## config.mk

```make
export PLATFORM = sky130hd
export DESIGN_NAME = ps2_host_command_queue_core
export DESIGN_NICKNAME = d
export VERILOG_FILES = /design/src/design/ps2hq_pkg.sv /design/src/design/ps2_host_command_queue_core.sv /design/src/design/ps2hq_front.sv /design/src/design/ps2hq_fifo.sv /design/src/design/ps2hq_back.sv
export SDC_FILE = /design/constraint.sdc
export NUM_CORES = 1
export LEC_CHECK = 0
export ABC_AREA = 1
export BUFFER_PORTS_ARGS = -buffer_cell sky130_fd_sc_hd__buf_2
export CORE_ASPECT_RATIO = 0.6
export CORE_MARGIN = 5
export CORE_UTILIZATION = 50
export CTS_BUF_LIST = sky130_fd_sc_hd__clkbuf_4
export CTS_CLUSTER_SIZE = 40
export DETAILED_ROUTE_END_ITERATION = 12
export PLACE_DENSITY = 0.67
export SETUP_SLACK_MARGIN = 0.3
export SLEW_MARGIN = 10
export SYNTH_ARGS = -nofsm -noshare
export SYNTH_HDL_FRONTEND = slang
export SYNTH_SLANG_ARGS = --single-unit
```

## constraint.sdc

```tcl
create_clock -name clk -period 4.4 [get_ports clk]
set_clock_uncertainty 0.05 [all_clocks]
set_input_delay 0.44 -clock clk [delete_from_list [all_inputs] [get_ports clk]]
set_output_delay 0.44 -clock clk [all_outputs]
set_load 0.05 [all_outputs]
```

## src/design/ps2hq_pkg.sv

```systemverilog
// ----------------------------------------------------------------------------
// PS/2 host command queue package
// Shared types and codes for the front end, the op queue and the back end.
// ----------------------------------------------------------------------------
`timescale 1ns / 1ps
`default_nettype none

package ps2hq_pkg;

  // Result kinds carried on out_tuser.
  localparam logic [1:0] KIND_TX     = 2'd0;
  localparam logic [1:0] KIND_DONE   = 2'd1;
  localparam logic [1:0] KIND_KEY    = 2'd2;
  localparam logic [1:0] KIND_REJECT = 2'd3;

  // Completion status codes.
  localparam logic [1:0] STAT_ACK   = 2'd0;
  localparam logic [1:0] STAT_FAIL  = 2'd1;
  localparam logic [1:0] STAT_ECHO  = 2'd2;
  localparam logic [1:0] STAT_REPLY = 2'd3;

  // Largest scan code that is reported as a key event.
  localparam logic [6:0] KEY_CODE_MAX = 7'h3A;

  localparam int unsigned IN_DATA_W  = 40;
  localparam int unsigned OUT_DATA_W = 32;

  // Classification of a received byte, in order of precedence.
  typedef enum logic [1:0] {
    RX_OTHER  = 2'd0,
    RX_ACK    = 2'd1,
    RX_RESEND = 2'd2,
    RX_ECHO   = 2'd3
  } rx_class_t;

  // One stored command.
  typedef struct packed {
    logic       wants;
    logic [7:0] retries;
    logic [7:0] data;
    logic [7:0] id;
  } cmd_entry_t;

  // A classified input transaction as passed from front to back.
  typedef struct packed {
    logic       is_rx;
    cmd_entry_t cmd;
    logic [7:0] rx_byte;
    rx_class_t  rx_class;
    logic       key_ok;
  } op_t;

endpackage

`default_nettype wire

```

## src/design/ps2_host_command_queue_core.sv

```systemverilog
// ----------------------------------------------------------------------------
// PS/2 host command queue core
// An accepted op passes from the front register through the op queue into
// the back end, which takes the next op only from its idle state. The command
// store is read in a fetch state before each transmit pair.
// Input is taken into a front register and a two-entry queue while the back
// end works. Reset (rst_n low, synchronous) empties the queue, idles the link.
// ----------------------------------------------------------------------------
`timescale 1ns / 1ps
`default_nettype none

module ps2_host_command_queue_core #(
  parameter int unsigned QUEUE_DEPTH = 8,
  parameter logic [7:0]  ACK_CODE    = 8'd250,
  parameter logic [7:0]  RESEND_CODE = 8'd254,
  parameter logic [7:0]  ECHO_CODE   = 8'd238,
  parameter logic [7:0]  SCANSET_CMD = 8'd240
) (
  input  wire                              clk,
  input  wire                              rst_n,
  input  wire                              in_tvalid,
  output logic                             in_tready,
  // cmd_id[7:0], cmd_data[15:8], cmd_retries[23:16], wants_reply[24],
  // rx_byte[32:25], zero fill above
  input  wire  [ps2hq_pkg::IN_DATA_W-1:0]  in_tdata,
  // operation
  input  wire                              in_tuser,
  output logic                             out_tvalid,
  input  wire                              out_tready,
  // tx_byte[7:0], done_status[9:8], reply_value[17:10], key_code[23:18],
  // key_released[24], zero fill above
  output logic [ps2hq_pkg::OUT_DATA_W-1:0] out_tdata,
  // kind
  output logic [1:0]                       out_tuser,
  output logic                             out_tlast
);
  import ps2hq_pkg::*;

  logic front_valid;
  logic front_ready;
  op_t  front_op;
  logic back_valid;
  logic back_ready;
  op_t  back_op;

  ps2hq_front #(
    .ACK_CODE    (ACK_CODE),
    .RESEND_CODE (RESEND_CODE),
    .ECHO_CODE   (ECHO_CODE)
  ) u_front (
    .clk       (clk),
    .rst_n     (rst_n),
    .in_tvalid (in_tvalid),
    .in_tready (in_tready),
    .in_tdata  (in_tdata),
    .in_tuser  (in_tuser),
    .op_valid  (front_valid),
    .op_ready  (front_ready),
    .op        (front_op)
  );

  ps2hq_fifo u_fifo (
    .clk        (clk),
    .rst_n      (rst_n),
    .push_valid (front_valid),
    .push_ready (front_ready),
    .push_op    (front_op),
    .pop_valid  (back_valid),
    .pop_ready  (back_ready),
    .pop_op     (back_op)
  );

  ps2hq_back #(
    .QUEUE_DEPTH (QUEUE_DEPTH),
    .SCANSET_CMD (SCANSET_CMD)
  ) u_back (
    .clk        (clk),
    .rst_n      (rst_n),
    .op_valid   (back_valid),
    .op_ready   (back_ready),
    .op         (back_op),
    .out_tvalid (out_tvalid),
    .out_tready (out_tready),
    .out_tdata  (out_tdata),
    .out_tuser  (out_tuser),
    .out_tlast  (out_tlast)
  );

endmodule

`default_nettype wire

```

## src/design/ps2hq_front.sv

```systemverilog
// ----------------------------------------------------------------------------
// PS/2 host command queue front end
// Accepts input transactions, unpacks them and classifies received bytes.
// ----------------------------------------------------------------------------
`timescale 1ns / 1ps
`default_nettype none

module ps2hq_front #(
  parameter logic [7:0] ACK_CODE    = 8'd250,
  parameter logic [7:0] RESEND_CODE = 8'd254,
  parameter logic [7:0] ECHO_CODE   = 8'd238
) (
  input  wire                               clk,
  input  wire                               rst_n,
  input  wire                               in_tvalid,
  output logic                              in_tready,
  // cmd_id[7:0], cmd_data[15:8], cmd_retries[23:16], wants_reply[24],
  // rx_byte[32:25], zero fill above
  input  wire  [ps2hq_pkg::IN_DATA_W-1:0]   in_tdata,
  // operation
  input  wire                               in_tuser,
  output logic                              op_valid,
  input  wire                               op_ready,
  output ps2hq_pkg::op_t                    op
);
  import ps2hq_pkg::*;

  op_t  op_r;
  op_t  op_nxt;
  logic op_vld_r;

  always_comb begin
    op_nxt.is_rx       = in_tuser;
    op_nxt.cmd.id      = in_tdata[7:0];
    op_nxt.cmd.data    = in_tdata[15:8];
    op_nxt.cmd.retries = in_tdata[23:16];
    op_nxt.cmd.wants   = in_tdata[24];
    op_nxt.rx_byte     = in_tdata[32:25];
    op_nxt.key_ok      = (in_tdata[31:25] <= KEY_CODE_MAX);
    // ACK wins over RESEND, which wins over ECHO, when the codes coincide.
    if (in_tdata[32:25] == ACK_CODE) begin
      op_nxt.rx_class = RX_ACK;
    end else if (in_tdata[32:25] == RESEND_CODE) begin
      op_nxt.rx_class = RX_RESEND;
    end else if (in_tdata[32:25] == ECHO_CODE) begin
      op_nxt.rx_class = RX_ECHO;
    end else begin
      op_nxt.rx_class = RX_OTHER;
    end
  end

  assign in_tready = !op_vld_r || op_ready;
  assign op_valid  = op_vld_r;
  assign op        = op_r;

  always_ff @(posedge clk) begin
    if (!rst_n) begin
      op_vld_r <= 1'b0;
    end else if (in_tvalid && in_tready) begin
      op_vld_r <= 1'b1;
    end else if (op_ready) begin
      op_vld_r <= 1'b0;
    end
  end

  always_ff @(posedge clk) begin
    if (in_tvalid && in_tready) begin
      op_r <= op_nxt;
    end
  end

endmodule

`default_nettype wire

```

## src/design/ps2hq_fifo.sv

```systemverilog
// ----------------------------------------------------------------------------
// PS/2 host command queue op queue
// Two-entry queue that decouples the front end from the back end.
// ----------------------------------------------------------------------------
`timescale 1ns / 1ps
`default_nettype none

module ps2hq_fifo (
  input  wire             clk,
  input  wire             rst_n,
  input  wire             push_valid,
  output logic            push_ready,
  input  ps2hq_pkg::op_t  push_op,
  output logic            pop_valid,
  input  wire             pop_ready,
  output ps2hq_pkg::op_t  pop_op
);
  import ps2hq_pkg::*;

  op_t        slot_r [2];
  logic       wr_ptr_r;
  logic       rd_ptr_r;
  logic [1:0] fill_r;
  logic       push;
  logic       pop;

  assign push_ready = (fill_r != 2'd2);
  assign pop_valid  = (fill_r != 2'd0);
  assign pop_op     = slot_r[rd_ptr_r];
  assign push       = push_valid && push_ready;
  assign pop        = pop_valid && pop_ready;

  always_ff @(posedge clk) begin
    if (!rst_n) begin
      wr_ptr_r <= 1'b0;
      rd_ptr_r <= 1'b0;
      fill_r   <= 2'd0;
    end else begin
      if (push) begin
        wr_ptr_r <= !wr_ptr_r;
      end
      if (pop) begin
        rd_ptr_r <= !rd_ptr_r;
      end
      if (push && !pop) begin
        fill_r <= fill_r + 2'd1;
      end else if (pop && !push) begin
        fill_r <= fill_r - 2'd1;
      end
    end
  end

  always_ff @(posedge clk) begin
    if (push) begin
      slot_r[wr_ptr_r] <= push_op;
    end
  end

endmodule

`default_nettype wire

```

## src/design/ps2hq_back.sv

```systemverilog
// ----------------------------------------------------------------------------
// PS/2 host command queue back end
// Holds the command store and link mode, executes ops and emits results.
// ----------------------------------------------------------------------------
`timescale 1ns / 1ps
`default_nettype none

module ps2hq_back #(
  parameter int unsigned QUEUE_DEPTH = 8,
  parameter logic [7:0]  SCANSET_CMD = 8'd240
) (
  input  wire                                clk,
  input  wire                                rst_n,
  input  wire                                op_valid,
  output logic                               op_ready,
  input  ps2hq_pkg::op_t                     op,
  output logic                               out_tvalid,
  input  wire                                out_tready,
  // tx_byte[7:0], done_status[9:8], reply_value[17:10], key_code[23:18],
  // key_released[24], zero fill above
  output logic [ps2hq_pkg::OUT_DATA_W-1:0]   out_tdata,
  // kind
  output logic [1:0]                         out_tuser,
  output logic                               out_tlast
);
  import ps2hq_pkg::*;

  localparam int unsigned PTR_W   = (QUEUE_DEPTH > 1) ? $clog2(QUEUE_DEPTH) : 1;
  localparam int unsigned COUNT_W = $clog2(QUEUE_DEPTH + 1);
  localparam int unsigned SUM_W   = PTR_W + 1;

  typedef enum logic [6:0] {
    ST_IDLE   = 7'b0000001,
    ST_LOOK   = 7'b0000010,
    ST_DONE   = 7'b0000100,
    ST_FETCH  = 7'b0001000,
    ST_TXID   = 7'b0010000,
    ST_TXDATA = 7'b0100000,
    ST_SINGLE = 7'b1000000
  } state_t;

  typedef enum logic [2:0] {
    MODE_IDLE = 3'b001,
    MODE_RESP = 3'b010,
    MODE_DATA = 3'b100
  } link_mode_t;

  cmd_entry_t cmd_mem [QUEUE_DEPTH];
  cmd_entry_t rd_data_r;

  state_t     state_r, state_nxt;
  link_mode_t mode_r, mode_nxt;
  logic [PTR_W-1:0]   head_r, head_nxt;
  logic [COUNT_W-1:0] count_r, count_nxt;
  op_t        op_r;
  logic [1:0] status_r, status_nxt;
  logic [7:0] reply_r, reply_nxt;
  logic       more_r, more_nxt;
  logic [1:0] single_kind_r, single_kind_nxt;

  logic             wr_en;
  logic [PTR_W-1:0] wr_addr;
  cmd_entry_t       wr_data;
  logic [SUM_W-1:0] tail_sum;
  logic [PTR_W-1:0] tail;
  logic [PTR_W-1:0] head_inc;
  logic             is_scanset;

  logic                  out_vld_r;
  logic [OUT_DATA_W-1:0] out_data_r;
  logic [1:0]            out_kind_r;
  logic                  out_last_r;
  logic                  can_out;
  logic                  emit;
  logic [OUT_DATA_W-1:0] emit_data;
  logic [1:0]            emit_kind;
  logic                  emit_last;

  assign op_ready = (state_r == ST_IDLE);
  assign can_out  = !out_vld_r || out_tready;

  // Tail is head plus fill, which stays below twice the depth.
  assign tail_sum = SUM_W'(head_r) + SUM_W'(count_r);
  assign tail     = (tail_sum >= SUM_W'(QUEUE_DEPTH)) ?
                    PTR_W'(tail_sum - SUM_W'(QUEUE_DEPTH)) : PTR_W'(tail_sum);
  assign head_inc = (head_r == PTR_W'(QUEUE_DEPTH - 1)) ? '0 : head_r + PTR_W'(1);
  assign is_scanset = (rd_data_r.id == SCANSET_CMD);

  always_comb begin
    state_nxt       = state_r;
    mode_nxt        = mode_r;
    head_nxt        = head_r;
    count_nxt       = count_r;
    status_nxt      = status_r;
    reply_nxt       = reply_r;
    more_nxt        = more_r;
    single_kind_nxt = single_kind_r;
    wr_en           = 1'b0;
    wr_addr         = tail;
    wr_data         = op_r.cmd;
    emit            = 1'b0;
    emit_data       = '0;
    emit_kind       = KIND_TX;
    emit_last       = 1'b0;

    case (state_r)
      ST_IDLE: begin
        if (op_valid) begin
          state_nxt = ST_LOOK;
        end
      end

      ST_LOOK: begin
        state_nxt = ST_IDLE;
        if (!op_r.is_rx) begin
          if (count_r == COUNT_W'(QUEUE_DEPTH)) begin
            single_kind_nxt = KIND_REJECT;
            state_nxt       = ST_SINGLE;
          end else begin
            wr_en     = 1'b1;
            count_nxt = count_r + COUNT_W'(1);
            if (mode_r == MODE_IDLE) begin
              // Idle implies an empty store, so the new entry is the head.
              mode_nxt  = MODE_RESP;
              state_nxt = ST_FETCH;
            end
          end
        end else if (mode_r == MODE_IDLE || count_r == '0 ||
                     (mode_r == MODE_RESP && op_r.rx_class == RX_OTHER)) begin
          if (op_r.key_ok) begin
            single_kind_nxt = KIND_KEY;
            state_nxt       = ST_SINGLE;
          end
        end else begin
          // Default is a completion; the cases below override it.
          more_nxt   = (count_r > COUNT_W'(1));
          status_nxt = STAT_REPLY;
          reply_nxt  = op_r.rx_byte;
          if (mode_r == MODE_RESP) begin
            reply_nxt = '0;
            case (op_r.rx_class)
              RX_ACK:    status_nxt = STAT_ACK;
              RX_RESEND: status_nxt = STAT_FAIL;
              default:   status_nxt = STAT_ECHO;
            endcase
          end
          if (mode_r == MODE_RESP && is_scanset &&
              (op_r.rx_class == RX_ACK || op_r.rx_class == RX_RESEND)) begin
            mode_nxt = MODE_DATA;
          end else if (mode_r == MODE_RESP && op_r.rx_class == RX_RESEND &&
                       rd_data_r.retries != '0) begin
            wr_en           = 1'b1;
            wr_addr         = head_r;
            wr_data         = rd_data_r;
            wr_data.retries = rd_data_r.retries - 8'd1;
            state_nxt       = ST_FETCH;
          end else begin
            head_nxt  = head_inc;
            count_nxt = count_r - COUNT_W'(1);
            mode_nxt  = more_nxt ? MODE_RESP : MODE_IDLE;
            if (rd_data_r.wants) begin
              state_nxt = ST_DONE;
            end else if (more_nxt) begin
              state_nxt = ST_FETCH;
            end
          end
        end
      end

      ST_DONE: begin
        if (can_out) begin
          emit      = 1'b1;
          emit_kind = KIND_DONE;
          emit_data = {7'd0, 1'b0, 6'd0, reply_r, status_r, 8'd0};
          emit_last = !more_r;
          state_nxt = more_r ? ST_FETCH : ST_IDLE;
        end
      end

      ST_FETCH: begin
        // The head entry is read during this cycle.
        state_nxt = ST_TXID;
      end

      ST_TXID: begin
        if (can_out) begin
          emit      = 1'b1;
          emit_kind = KIND_TX;
          emit_data = {24'd0, rd_data_r.id};
          state_nxt = ST_TXDATA;
        end
      end

      ST_TXDATA: begin
        if (can_out) begin
          emit      = 1'b1;
          emit_kind = KIND_TX;
          emit_data = {24'd0, rd_data_r.data};
          emit_last = 1'b1;
          state_nxt = ST_IDLE;
        end
      end

      ST_SINGLE: begin
        if (can_out) begin
          emit      = 1'b1;
          emit_kind = single_kind_r;
          emit_last = 1'b1;
          if (single_kind_r == KIND_KEY) begin
            emit_data = {7'd0, op_r.rx_byte[7], op_r.rx_byte[5:0], 18'd0};
          end
          state_nxt = ST_IDLE;
        end
      end

      default: begin
        state_nxt = ST_IDLE;
      end
    endcase
  end

  always_ff @(posedge clk) begin
    if (!rst_n) begin
      state_r   <= ST_IDLE;
      mode_r    <= MODE_IDLE;
      head_r    <= '0;
      count_r   <= '0;
      out_vld_r <= 1'b0;
    end else begin
      state_r <= state_nxt;
      mode_r  <= mode_nxt;
      head_r  <= head_nxt;
      count_r <= count_nxt;
      if (emit) begin
        out_vld_r <= 1'b1;
      end else if (out_tready) begin
        out_vld_r <= 1'b0;
      end
    end
  end

  always_ff @(posedge clk) begin
    status_r      <= status_nxt;
    reply_r       <= reply_nxt;
    more_r        <= more_nxt;
    single_kind_r <= single_kind_nxt;
    if (op_valid && op_ready) begin
      op_r <= op;
    end
    if (emit) begin
      out_data_r <= emit_data;
      out_kind_r <= emit_kind;
      out_last_r <= emit_last;
    end
  end

  always_ff @(posedge clk) begin
    if (wr_en) begin
      cmd_mem[wr_addr] <= wr_data;
    end
    rd_data_r <= cmd_mem[head_r];
  end

  assign out_tvalid = out_vld_r;
  assign out_tdata  = out_data_r;
  assign out_tuser  = out_kind_r;
  assign out_tlast  = out_last_r;

endmodule

`default_nettype wire

```

==> impl_metrics.py, run 1 <==
metrics = {
    "synth": {
        "synth_top_cell_by_area": "edfxtp_1",
        "synth.top_cell.area_share_pct": 68.6,
        "synth_common_cells": "edfxtp_1 (388), nand2_1 (249), nor2_1 (246)",
        "async_flop_share_pct": 0,
        "syn-instance-count": 1379,
        "synth-seq-cells": 436,
        "syn-cell-area_sq_um": 17000,
        "synth_ff_type": "edfxtp_1",
        "yosysMostFrequentCell": "edfxtp_1",
        "seq_area_frac_synth_pct": 74.3,
        "yosysWarnings": 0,
        "yosysUniqueCellTypes": 42,
        "synth_edf_count": 388,
        "syn-mean-instance-area_sq_um": 12.3,
        "synth_top_cells_by_area": "edfxtp_1 (69%), dfxtp_1 (5.7%), nand2_1 (5.5%)",
    },
    "setup_path": {
        "critPathKind": "flop to flop",
        "worstPathMaxFanout": 15,
        "cp_data_arrival_time_ns": 3.86,
        "crit_path_start_kind": "flop",
        "worstPathRequired_ns": 4.78,
        "worst_setup_path_end_kind": "flop",
    },
    "clock_network": {
        "clk_latency_ns": 0.78,
        "path_clk_slew_ns": 0.08,
        "cts_buffers": 97,
        "root_buffer": "clkbuf_4",
        "cts_tree": "done",
        "cts_htree_levels": 3,
        "clockBufferDepth": 3,
        "postCtsSetupRepairBufs": 0,
        "cts_sinks": 436,
    },
    "sta": {
        "tns_ns": 0,
        "slew_viol_final": 0,
        "fmax_mhz": 287,
        "max_slew_margin_pct": 23.4,
        "rsz0062_at_grt": "no",
        "setup_violations": 0,
        "timing.final.ws_setup_ns": 0.913,
        "final.min_clock_period_ns": 3.49,
        "worst_slew_pin_slew_ns": 1.15,
        "hold_violations": 0,
        "period_share_pct": 79.3,
    },
    "global_route": {
        "grt_pass1_wl_um": 57500,
        "grt-ovfl-total": 0,
        "antenna_found_initial": 1,
        "grt_pass1_vias": 10200,
        "gr-usage-all-layers_pct": 19.7,
        "grt_start_max_net_pins": 102,
    },
    "place": {
        "dpl.hpwl_um": 22000,
        "port_buffers": 67,
        "gp_congestion": 0.834,
        "post-place-cells": 1876,
        "dpl_worst_slack_ns": 0.891,
    },
    "routing": {
        "ant_nets": 0,
        "vias_per_cell": 5.13,
        "drt_iter0_markers": 909,
        "drc_errors": 0,
        "post_drt_wl_per_cell_um": 17.7,
        "vias": 10800,
        "drt_wl_total_um": 37200,
        "first_pass_iters": 5,
    },
    "die": {
        "ios": 82,
        "core_sq_um": 33600,
        "design.die.area_sq_um": 37900,
        "die_y_um": 153,
        "die_w_um": 248,
        "rows": 52,
        "start_util_pct": 50.5,
    },
    "pwr": {
        "ir_worst_vdd_uv": 270,
        "p_per_area_nw_per_um2": 511,
        "p_leak_uw": 0.00738,
    },
    "layout": {
        "drive_gt1_share_pct": 19.0,
        "final_nets": 1611,
        "instances_no_fill": 2095,
        "areaGrowthSynthToFinish_pct": 15.0,
        "fillers": 2734,
    },
    "worst_hold_path": {
        "hp-class": "input port to flop",
    },
    "status": {
        "status": "complete, no violations",
    },
    "job": {
        "maxCapViolCount": 0,
    },
}
-- power breakdown --
part	switching (uW)	leakage (uW)	internal [uW]
combinational	1140	0.00263	320
sequential	134	0.00396	5180
clock	1530	0.000790	1680
total	2810	0.00738	7180
-- metrics by stage --
stage / hold slack (ns) / total power (uW) / area [sq um] / util [%]
global route: 0.262 / 10500 / 19500 / 58.1
global placement: 0.374 / 6780 / 17900 / 53.1
detailed placement: 0.380 / 6830 / 17900 / 53.1
floorplan: 0.371 / 6320 / 17000 / -
finish: 0.344 / 9990 / 19500 / 58.1
CTS: 0.224 / 10000 / 19500 / 58.0
-- worst max-delay path, stage by stage (launching register included) --
cell and delay, ns:
dfxtp_1 0.45, inv_1 0.12, ha_1 0.24, nand2_1 0.15, nand3_4 0.15, nor2_8 0.31
nand3_4 0.20, clkinv_4 0.14, nand2_4 0.06, nand2_2 0.05, nand2_2 0.09, nor2_2 0.72
buf_4 0.41
-- cell type report --
class	instances	area (sq um)	area share (%)
Tap cell	459	574	2.94
Sequential cell	436	12600	64.6
Clock inverter	17	72.6	0.372
Timing Repair Buffer	129	893	4.57
Clock buffer	164	1230	6.30
Antenna cell	1	2.50	0.0128
Multi-Input combinational cell	806	3820	19.6
Inverter	83	317	1.62
-- cells in the final DEF (no fill, tap or decap), drive strengths merged --
cell / netlist / final
diode: 0 / 1
dlygate4sd3: 0 / 37
clkinv: 6 / 19
nor3: 11 / 11
o22ai: 25 / 25
o32ai: 1 / 1
edfxtp: 388 / 388
mux2i: 1 / 1
conb: 1 / 7
o21a: 1 / 1
xnor2: 4 / 4
xor2: 9 / 9
fa: 1 / 1
o211ai: 1 / 1
nand3b: 1 / 1
ha: 12 / 12
a21oi: 28 / 28
inv: 77 / 80
nand4: 6 / 6
nand2: 260 / 260
a31oi: 26 / 26
clkinvlp: 0 / 1
o21ai: 128 / 128
nand3: 27 / 27
or2: 1 / 1
nor2: 256 / 256
dfxtp: 48 / 48
buf: 24 / 92
clkbuf: 36 / 164
-- what timing repair did --
action,4_1_cts,5_1_grt
hold endpoints to repair,53,0
gates resized for setup,0,0
endpoints found under the setup margin,0,0
hold buffers,37,0
-- registers in the layout (all words and copies together), names as in the netlist, 3 cells and up --
signal,count
u_back.head_r,3
u_back.count_r,4
u_back.op_r,37
u_back.out_tdata,25
u_back.reply_r,8
u_front.op,37
u_back.cmd_mem,200
u_back.rd_data_r,25
u_back.mode_r,3
u_fifo.slot_r,74
u_back.state_r,7
-- routing by layer --
layer	vias to the layer above	wire length [um]	global-route usage [%]
li1	5202	-	-
met1	5121	17600	30.6
met2	397	16100	27.1
met3	36	3150	6.12
met4	0	391	4.80
met5	-	0	0
-- cell families (layout without fill, tap and decap cells) --
family | count (synthesis) | after routing | share of synthesized area (%)
buf+inv | 143 | 393 | 3.53
other cells | 1 | 8 | 0.0221
fa+ha+maj | 13 | 13 | 1.00
mux | 1 | 1 | 0.0590
xor+xnor | 13 | 13 | 0.671
compound gates | 210 | 210 | 6.71
simple gates | 562 | 562 | 13.7
flops | 436 | 436 | 74.3
-- worst paths after layout --
check	cells after the start	start	slack (ns)	endpoint
min	2	in_tdata[21]	0.34	u_front.op[32]
max	12	u_back.count_r[0]	0.91	u_back.cmd_mem[6][2]
max reg2reg	12	u_back.count_r[0]	0.91	u_back.cmd_mem[6][2]
min reg2reg	0	u_front.op[0]	0.39	u_fifo.slot_r[0][0]
Power figures use the tool's default switching activity.
==> run 2, diff against run 1 <==
--- a/config.mk
+++ b/config.mk
@@ -5,7 +5,7 @@
 export SDC_FILE = /design/constraint.sdc
 export NUM_CORES = 1
 export LEC_CHECK = 0
-export ABC_AREA = 1
+export ABC_AREA = 0
 export BUFFER_PORTS_ARGS = -buffer_cell sky130_fd_sc_hd__buf_2
 export CORE_ASPECT_RATIO = 0.6
 export CORE_MARGIN = 5
@@ -13,7 +13,7 @@
 export CTS_BUF_LIST = sky130_fd_sc_hd__clkbuf_4
 export CTS_CLUSTER_SIZE = 40
 export DETAILED_ROUTE_END_ITERATION = 12
-export PLACE_DENSITY = 0.67
+export PLACE_DENSITY = 0.7
 export SETUP_SLACK_MARGIN = 0.3
 export SLEW_MARGIN = 10
 export SYNTH_ARGS = -nofsm -noshare
==> constraint.sdc (replaced) <==
create_clock -name clk -period 2.8 [get_ports clk]
set_clock_uncertainty 0.05 [all_clocks]
set_input_delay 0.28 -clock clk [delete_from_list [all_inputs] [get_ports clk]]
set_output_delay 0.28 -clock clk [all_outputs]
set_load 0.05 [all_outputs]
==> run 2 against run 1 <==
The flow now finishes with violations (setup timing); synthesized area down 2.1%; sequential share of layout area is 6.6 points lower; count of clock-buffer cells in the layout is 5 lower; power is 54% higher; clock power increased by 65%; cell count is 17% lower; non-clock buffer count is 107 higher; critical endpoint is now u_back.cmd_mem[4][0]; largest power group unchanged; highest routed layer unchanged.
==> impl_metrics.py, run 2 <==
metrics = {
    "status": {
        "status": "complete, but fails checks",
        "failed_checks": "setup timing",
    },
    "job": {
        "maxCapViolCount": 0,
    },
    "layout": {
        "largest_reg_flops": 200,
        "drive_gt1_share_pct": 45.0,
        "multi_input_area_sq_um": 4570,
        "fillers": 2071,
        "top_regs": "u_back.cmd_mem x200, u_fifo.slot_r x74",
        "mostFrequentLayoutCells": "edfxtp_1 (388), clkbuf_4 (159), buf_2 (67)",
        "fin_util_pct": 66.7,
        "final_common_cell": "edfxtp_1",
        "regMostFlops": "u_back.cmd_mem",
        "finalInstanceArea_sq_um": 21800,
        "seqCellArea_sq_um": 12600,
        "areaGrowthSynthToFinish_pct": 31.0,
        "final_nets": 1265,
    },
    "synth": {
        "synth_top_cells_by_area": "edfxtp_1 (70%), mux4_2 (6.8%), dfxtp_1 (5.8%)",
        "synth_ff_type": "edfxtp_1",
        "syn-instance-count": 911,
        "synth_top_cell_by_area": "edfxtp_1",
        "yosysWarnings": 0,
        "syn-cell-area_sq_um": 16600,
        "yosysUniqueCellTypes": 61,
        "yosysMostFrequentCell": "edfxtp_1",
        "syn-mean-instance-area_sq_um": 18.2,
        "synth_edf_count": 388,
        "async_flop_share_pct": 0,
        "synth-seq-cells": 436,
        "seq_area_frac_synth_pct": 75.9,
        "synth.top_cell.area_share_pct": 70.1,
        "synth_common_cells": "edfxtp_1 (388), nand2_1 (74), mux2_2 (64)",
    },
    "die": {
        "rows": 51,
        "ios": 82,
        "die_w_um": 245,
        "start_util_pct": 51.0,
        "design.die.area_sq_um": 37100,
        "core_sq_um": 32600,
        "die_y_um": 151,
    },
    "global_route": {
        "grt_start_max_net_pins": 56,
        "antenna_found_initial": 2,
        "grt_pass1_vias": 9252,
        "grt-ovfl-total": 0,
        "gr-usage-all-layers_pct": 20.0,
        "grt_pass1_wl_um": 55100,
    },
    "pwr": {
        "ir_worst_vdd_uv": 547,
        "p_per_area_nw_per_um2": 709,
        "p_sw_share_pct": 25.3,
        "internal_power_uw": 11500,
        "power.switching_uw": 3910,
        "seqPwrFrac_pct": 53.0,
        "power_frac_comb_pct": 12.6,
        "p_leak_uw": 0.00752,
        "clock_power_share_pct": 34.4,
    },
    "routing": {
        "post_drt_wl_per_cell_um": 23.3,
        "vias_per_cell": 5.49,
        "drt_wl_total_um": 40500,
        "drt_iter0_markers": 1180,
        "ant_nets": 0,
        "first_pass_iters": 5,
        "drc_errors": 0,
        "vias": 9560,
    },
    "setup_path": {
        "rrSetupSlack_ns": -0.01,
        "crit_buf_inv": 5,
        "cp_data_arrival_time_ns": 3.24,
        "worstPathRequired_ns": 3.22,
        "rr_endpoint": "u_back.cmd_mem[4][0]",
        "reg2reg_from": "u_back.rd_data_r[20]",
        "slowest_stage": "or4_4",
        "crit_path_start_kind": "flop",
        "reg2reg_depth": 10,
        "critPathKind": "flop to flop",
        "cp_cell_sequence": "or4_4 -> o311ai_4 -> buf_6 -> o41ai_4 -> buf_6 -> xor2_4 -> nor3_4 -> buf_12 -> buf_12 -> buf_16",
        "worstPathMaxFanout": 7,
        "critPathMaxStageDelay_ns": 0.58,
        "crit_family": "simple AND/OR/NAND/NOR gates",
        "worst_setup_path_end_kind": "flop",
    },
    "sta": {
        "timing.final.ws_setup_ns": -0.0141,
        "max_slew_margin_pct": 41.0,
        "fmax_mhz": 355,
        "hold_violations": 0,
        "worst_slew_pin_slew_ns": 0.884,
        "tns_ns": -0.0635,
        "period_share_pct": 101,
        "rsz0062_at_grt": "yes",
        "setup_violations": 9,
        "slew_viol_final": 0,
        "final.min_clock_period_ns": 2.81,
    },
    "place": {
        "port_buffers": 67,
        "dpl_worst_slack_ns": -0.181,
        "gp_congestion": 0.814,
        "post_dp_cell_area_sq_um": 18100,
        "dpl.hpwl_um": 20900,
    },
    "worst_hold_path": {
        "hold_path_depth": 2,
        "hp-class": "input port to flop",
        "min_from": "in_tdata[12]",
        "hold_end": "u_front.op[23]",
    },
    "clock_network": {
        "cts_sinks": 436,
        "clk_latency_ns": 0.80,
        "root_buffer": "clkbuf_4",
        "clockBufferDepth": 3,
        "cts_tree": "done",
        "path_clk_slew_ns": 0.08,
        "cts_buffers": 96,
        "cts_htree_levels": 3,
    },
}
[run 2: metal layers]
| layer | share of wire [%] | wire, um | up-vias | global-route usage, % |
|---|---|---|---|---|
| met5 | 0 | 0 | - | 0 |
| met4 | 1.8 | 733 | 0 | 5.43 |
| met3 | 8.1 | 3260 | 58 | 5.50 |
| met2 | 45 | 18300 | 421 | 28.0 |
| met1 | 45 | 18100 | 4872 | 31.1 |
| li1 | - | - | 4209 | - |
[run 2: worst max path at each step]
stage | start | to | slack, ns | cells after the start
after floorplan | u_back.state_r[3] | u_back.cmd_mem[4][0] | -0.31 | 6
after global placement | u_back.mode_r[2] | u_back.cmd_mem[6][15] | -0.11 | 7
after detailed placement | u_back.mode_r[1] | u_back.cmd_mem[6][21] | -0.18 | 7
after CTS | u_back.rd_data_r[20] | u_back.cmd_mem[4][24] | 0.03 | 9
after global routing | u_back.count_r[0] | u_back.cmd_mem[4][0] | -0.13 | 12
final | u_back.rd_data_r[20] | u_back.cmd_mem[4][0] | -0.01 | 10
[run 2: power groups by stage]
stage                     sequential (uW)  clock (uW)  combinational [uW]
final                                8180        5300                1940
after CTS                            8100        5370                1670
after detailed placement             8240           0                1540
after floorplan                      8130           0                1040
after global placement               8220           0                1510
after global routing                 8210        5770                2080
[run 2: layout make-up]
class                   instances  share of cell area, %
diodes                          2                 0.0230
inverters                      15                  0.259
repair buffers                236                   11.9
clock inverters                20                  0.759
clock buffers                 159                   5.48
flip-flops and latches        436                   58.0
multi-input cells             422                   21.0
well taps                     450                   2.59
[run 2: cells by family (layout without fill, tap and decap cells)]
logic type / after synthesis / in the layout / share of synthesized area [%]
AO/OA/AOI/OAI: 60 / 60 / 2.52
multiplexers: 125 / 125 / 11.8
other: 1 / 9 / 0.0226
flip-flops: 436 / 436 / 75.9
buffers and inverters: 59 / 430 / 1.51
AND/OR/NAND/NOR: 201 / 201 / 6.40
adder cells (fa/ha/maj): 13 / 13 / 1.02
XOR/XNOR: 16 / 16 / 0.843
[run 2: what timing repair did]
item,4_1_cts,5_1_grt
buffers inserted,25,23
cloned,10,12
pin swaps,18,38
hold endpoints to repair,61,0
setup endpoints to repair,400,406
resized for setup,70,131
hold buffers,39,0
[run 2: through the flow]
stage	hold WS [ns]	total power (uW)	cells
floorplan	0.329	9170	917
global placement	0.372	9730	1450
detailed placement	0.381	9770	1450
CTS	0.0581	15100	1703
global route	0.0868	16100	1739
finish	0.159	15400	1740
==> run 3, diff against run 2 <==
--- a/config.mk
+++ b/config.mk
@@ -6,14 +6,14 @@
 export NUM_CORES = 1
 export LEC_CHECK = 0
 export ABC_AREA = 0
-export BUFFER_PORTS_ARGS = -buffer_cell sky130_fd_sc_hd__buf_2
 export CORE_ASPECT_RATIO = 0.6
 export CORE_MARGIN = 5
 export CORE_UTILIZATION = 50
 export CTS_BUF_LIST = sky130_fd_sc_hd__clkbuf_4
-export CTS_CLUSTER_SIZE = 40
 export DETAILED_ROUTE_END_ITERATION = 12
-export PLACE_DENSITY = 0.7
+export DONT_BUFFER_PORTS = 1
+export GPL_TIMING_DRIVEN = 0
+export PLACE_DENSITY = 0.68
 export SETUP_SLACK_MARGIN = 0.3
 export SLEW_MARGIN = 10
 export SYNTH_ARGS = -nofsm -noshare
==> run 3 against run 2 <==
The run still ends with setup timing left; count of clock-buffer cells in the layout fell by 5; core utilization shrank 2.6 points; cell count down 3.4%; routed wire length decreased by 1.8%; clock power is 4.5% lower; largest power group unchanged.
==> impl_metrics.py, run 3 (same netlist as run 2, synthesis figures left out) <==
metrics = {
    "status": {
        "status": "complete, but fails checks",
        "failed_checks": "setup timing",
    },
    "setup_path": {
        "worstPathRequired_ns": 3.27,
        "crit_path_start_kind": "flop",
        "crit_top_cell": "buf_6",
        "worst_setup_path_end_kind": "flop",
        "cp_cell_sequence": "inv_2 -> ha_2 -> a221o_2 -> or4_4 -> mux2_4 -> buf_6 -> nor3_4 -> buf_12 -> buf_6 -> buf_6",
        "cp-startpoint": "u_back.count_r[1]",
        "critPathKind": "flop to flop",
        "cp_data_arrival_time_ns": 3.54,
        "crit_buf_inv": 5,
        "crit_family": "simple AND/OR/NAND/NOR gates",
        "cp.depth": 10,
        "rr_endpoint": "u_back.cmd_mem[2][6]",
        "slowest_stage": "or4_4",
        "worstPathMaxFanout": 5,
        "crit_end": "u_back.cmd_mem[2][6]",
        "reg2reg_from": "u_back.count_r[1]",
        "rrSetupSlack_ns": -0.27,
        "critPathMaxStageDelay_ns": 0.54,
        "reg2reg_depth": 10,
    },
    "pwr": {
        "p_per_area_nw_per_um2": 718,
        "seqPwrFrac_pct": 53.9,
        "clock_power_share_pct": 33.7,
        "ir_worst_vdd_uv": 517,
        "p_sw_share_pct": 25.7,
        "power.switching_uw": 3870,
        "power_uw": 15000,
        "power_frac_comb_pct": 12.4,
        "internal_power_uw": 11100,
        "p_leak_uw": 0.00711,
    },
    "layout": {
        "regMostFlops": "u_back.cmd_mem",
        "largest_reg_flops": 200,
        "drive_gt1_share_pct": 40.4,
        "final_nets": 1210,
        "mostFrequentLayoutCells": "edfxtp_1 (388), clkbuf_4 (154), mux2_2 (63)",
        "areaGrowthSynthToFinish_pct": 25.8,
        "fillers": 2231,
        "top_regs": "u_back.cmd_mem x200, u_fifo.slot_r x74",
        "final_common_cell": "edfxtp_1",
    },
    "global_route": {
        "grt_pass1_vias": 9418,
        "grt_pass1_wl_um": 57900,
        "gr-usage-all-layers_pct": 21.2,
        "grt-busiest-layer": "met1",
        "grt_use_met3_pct": 6.37,
        "use_met1_pct": 31.9,
        "antenna_found_initial": 1,
        "grt_start_max_net_pins": 31,
        "grt.met2_usage_pct": 30.2,
        "grt-ovfl-total": 0,
    },
    "die": {
        "start_util_pct": 51.0,
        "die_w_um": 245,
        "design.die.area_sq_um": 37100,
        "ios": 82,
        "core_sq_um": 32600,
        "rows": 51,
        "die_y_um": 151,
    },
    "routing": {
        "post_drt_wl_per_cell_um": 23.6,
        "vias": 9330,
        "vias_per_cell": 5.55,
        "drc_errors": 0,
        "drt_wl_total_um": 39700,
        "drt_iter0_markers": 914,
        "ant_nets": 0,
        "first_pass_iters": 5,
    },
    "sta": {
        "fmax_mhz": 326,
        "max_slew_margin_pct": 33.2,
        "worst_slew_pin_slew_ns": 0.994,
        "hold_violations": 0,
        "hold-worst-slack_ns": 0.0648,
        "slew_viol_final": 0,
        "rsz0062_at_grt": "yes",
        "timing.final.ws_setup_ns": -0.265,
        "period_share_pct": 109,
        "tns_ns": -25.91,
        "setup_violations": 193,
        "final.min_clock_period_ns": 3.07,
    },
    "place": {
        "gp_congestion": 0.822,
        "dpl.hpwl_um": 23300,
        "dpl_worst_slack_ns": -1.00,
        "port_buffers": 0,
    },
    "clock_network": {
        "cts_sinks": 436,
        "clk_latency_ns": 0.80,
        "cts_tree": "done",
        "root_buffer": "clkbuf_4",
        "path_clk_slew_ns": 0.07,
        "cts_buffers": 95,
        "clockBufferDepth": 3,
        "cts_htree_levels": 3,
    },
    "job": {
        "maxCapViolCount": 0,
    },
    "worst_hold_path": {
        "hp-class": "input port to flop",
    },
}
## run 3: cell count changes in the layout (fill, tap and decap cells not counted), sizes merged
cell,previous run,this run
bufinv,3,1
clkdlybuf4s15,0,3
clkinv,15,18
clkinvlp,1,2
clkbuf,168,180
diode,2,1
buf,188,111
dlygate4sd3,39,41
## run 3: power by group through the flow
stage	logic (uW)	clock network, uW	registers (uW)
6_report	1860	5060	8090
5_1_grt	2000	5570	8110
4_1_cts	1720	5150	8070
3_5_place_dp	1540	0	8210
3_3_place_gp	1430	0	8230
2_1_floorplan	1040	0	8130
## run 3: final cells by class
class / instances / area, sq um / area share (%)
clock buffer: 154 / 1160 / 5.53
tap: 450 / 563 / 2.69
timing repair inverter: 1 / 7.51 / 0.0359
clock inverter: 21 / 118 / 0.562
inverter: 15 / 60.1 / 0.287
timing repair buffer: 137 / 1750 / 8.35
sequential: 436 / 12600 / 60.4
antenna: 1 / 2.50 / 0.0120
multi-input combinational: 422 / 4320 / 20.6
buffer: 44 / 315 / 1.51
## run 3: worst min path at each step
stage / start / endpoint / slack [ns] / cells past startpoint
after detailed placement: in_tdata[19] / u_front.op[30] / 0.33 / 0
final: in_tdata[6] / u_front.op[17] / 0.06 / 1
after global routing: in_tdata[6] / u_front.op[17] / 0.003 / 1
after global placement: in_tdata[19] / u_front.op[30] / 0.33 / 0
after floorplan: in_tdata[32] / u_front.op[10] / 0.33 / 0
after CTS: in_tuser / u_front.op[36] / 0.003 / 1
## run 3: per-stage QoR
stage	utilization, %	instances	cell area [sq um]
3_5_place_dp	54.2	1383	17700
5_1_grt	64.1	1681	20900
3_3_place_gp	53.3	1367	17400
4_1_cts	62.6	1659	20400
6_report	64.1	1681	20900
2_1_floorplan	-	917	16800
## run 3: metal layers
metal	wire length, um	part of all wire, %
met2	17500	44
met1	18000	45
met3	3230	8.1
met4	1010	2.5
met5	0	0
## run 3: timing repair
| item | in CTS | in global routing |
|---|---|---|
| hold buffers | 41 | 0 |
| endpoints found under the hold margin | 59 | 0 |
| pin swaps | 21 | 25 |
| setup buffers | 52 | 18 |
| cloned | 8 | 3 |
| endpoints found under the setup margin | 472 | 449 |
| gates resized for setup | 106 | 91 |
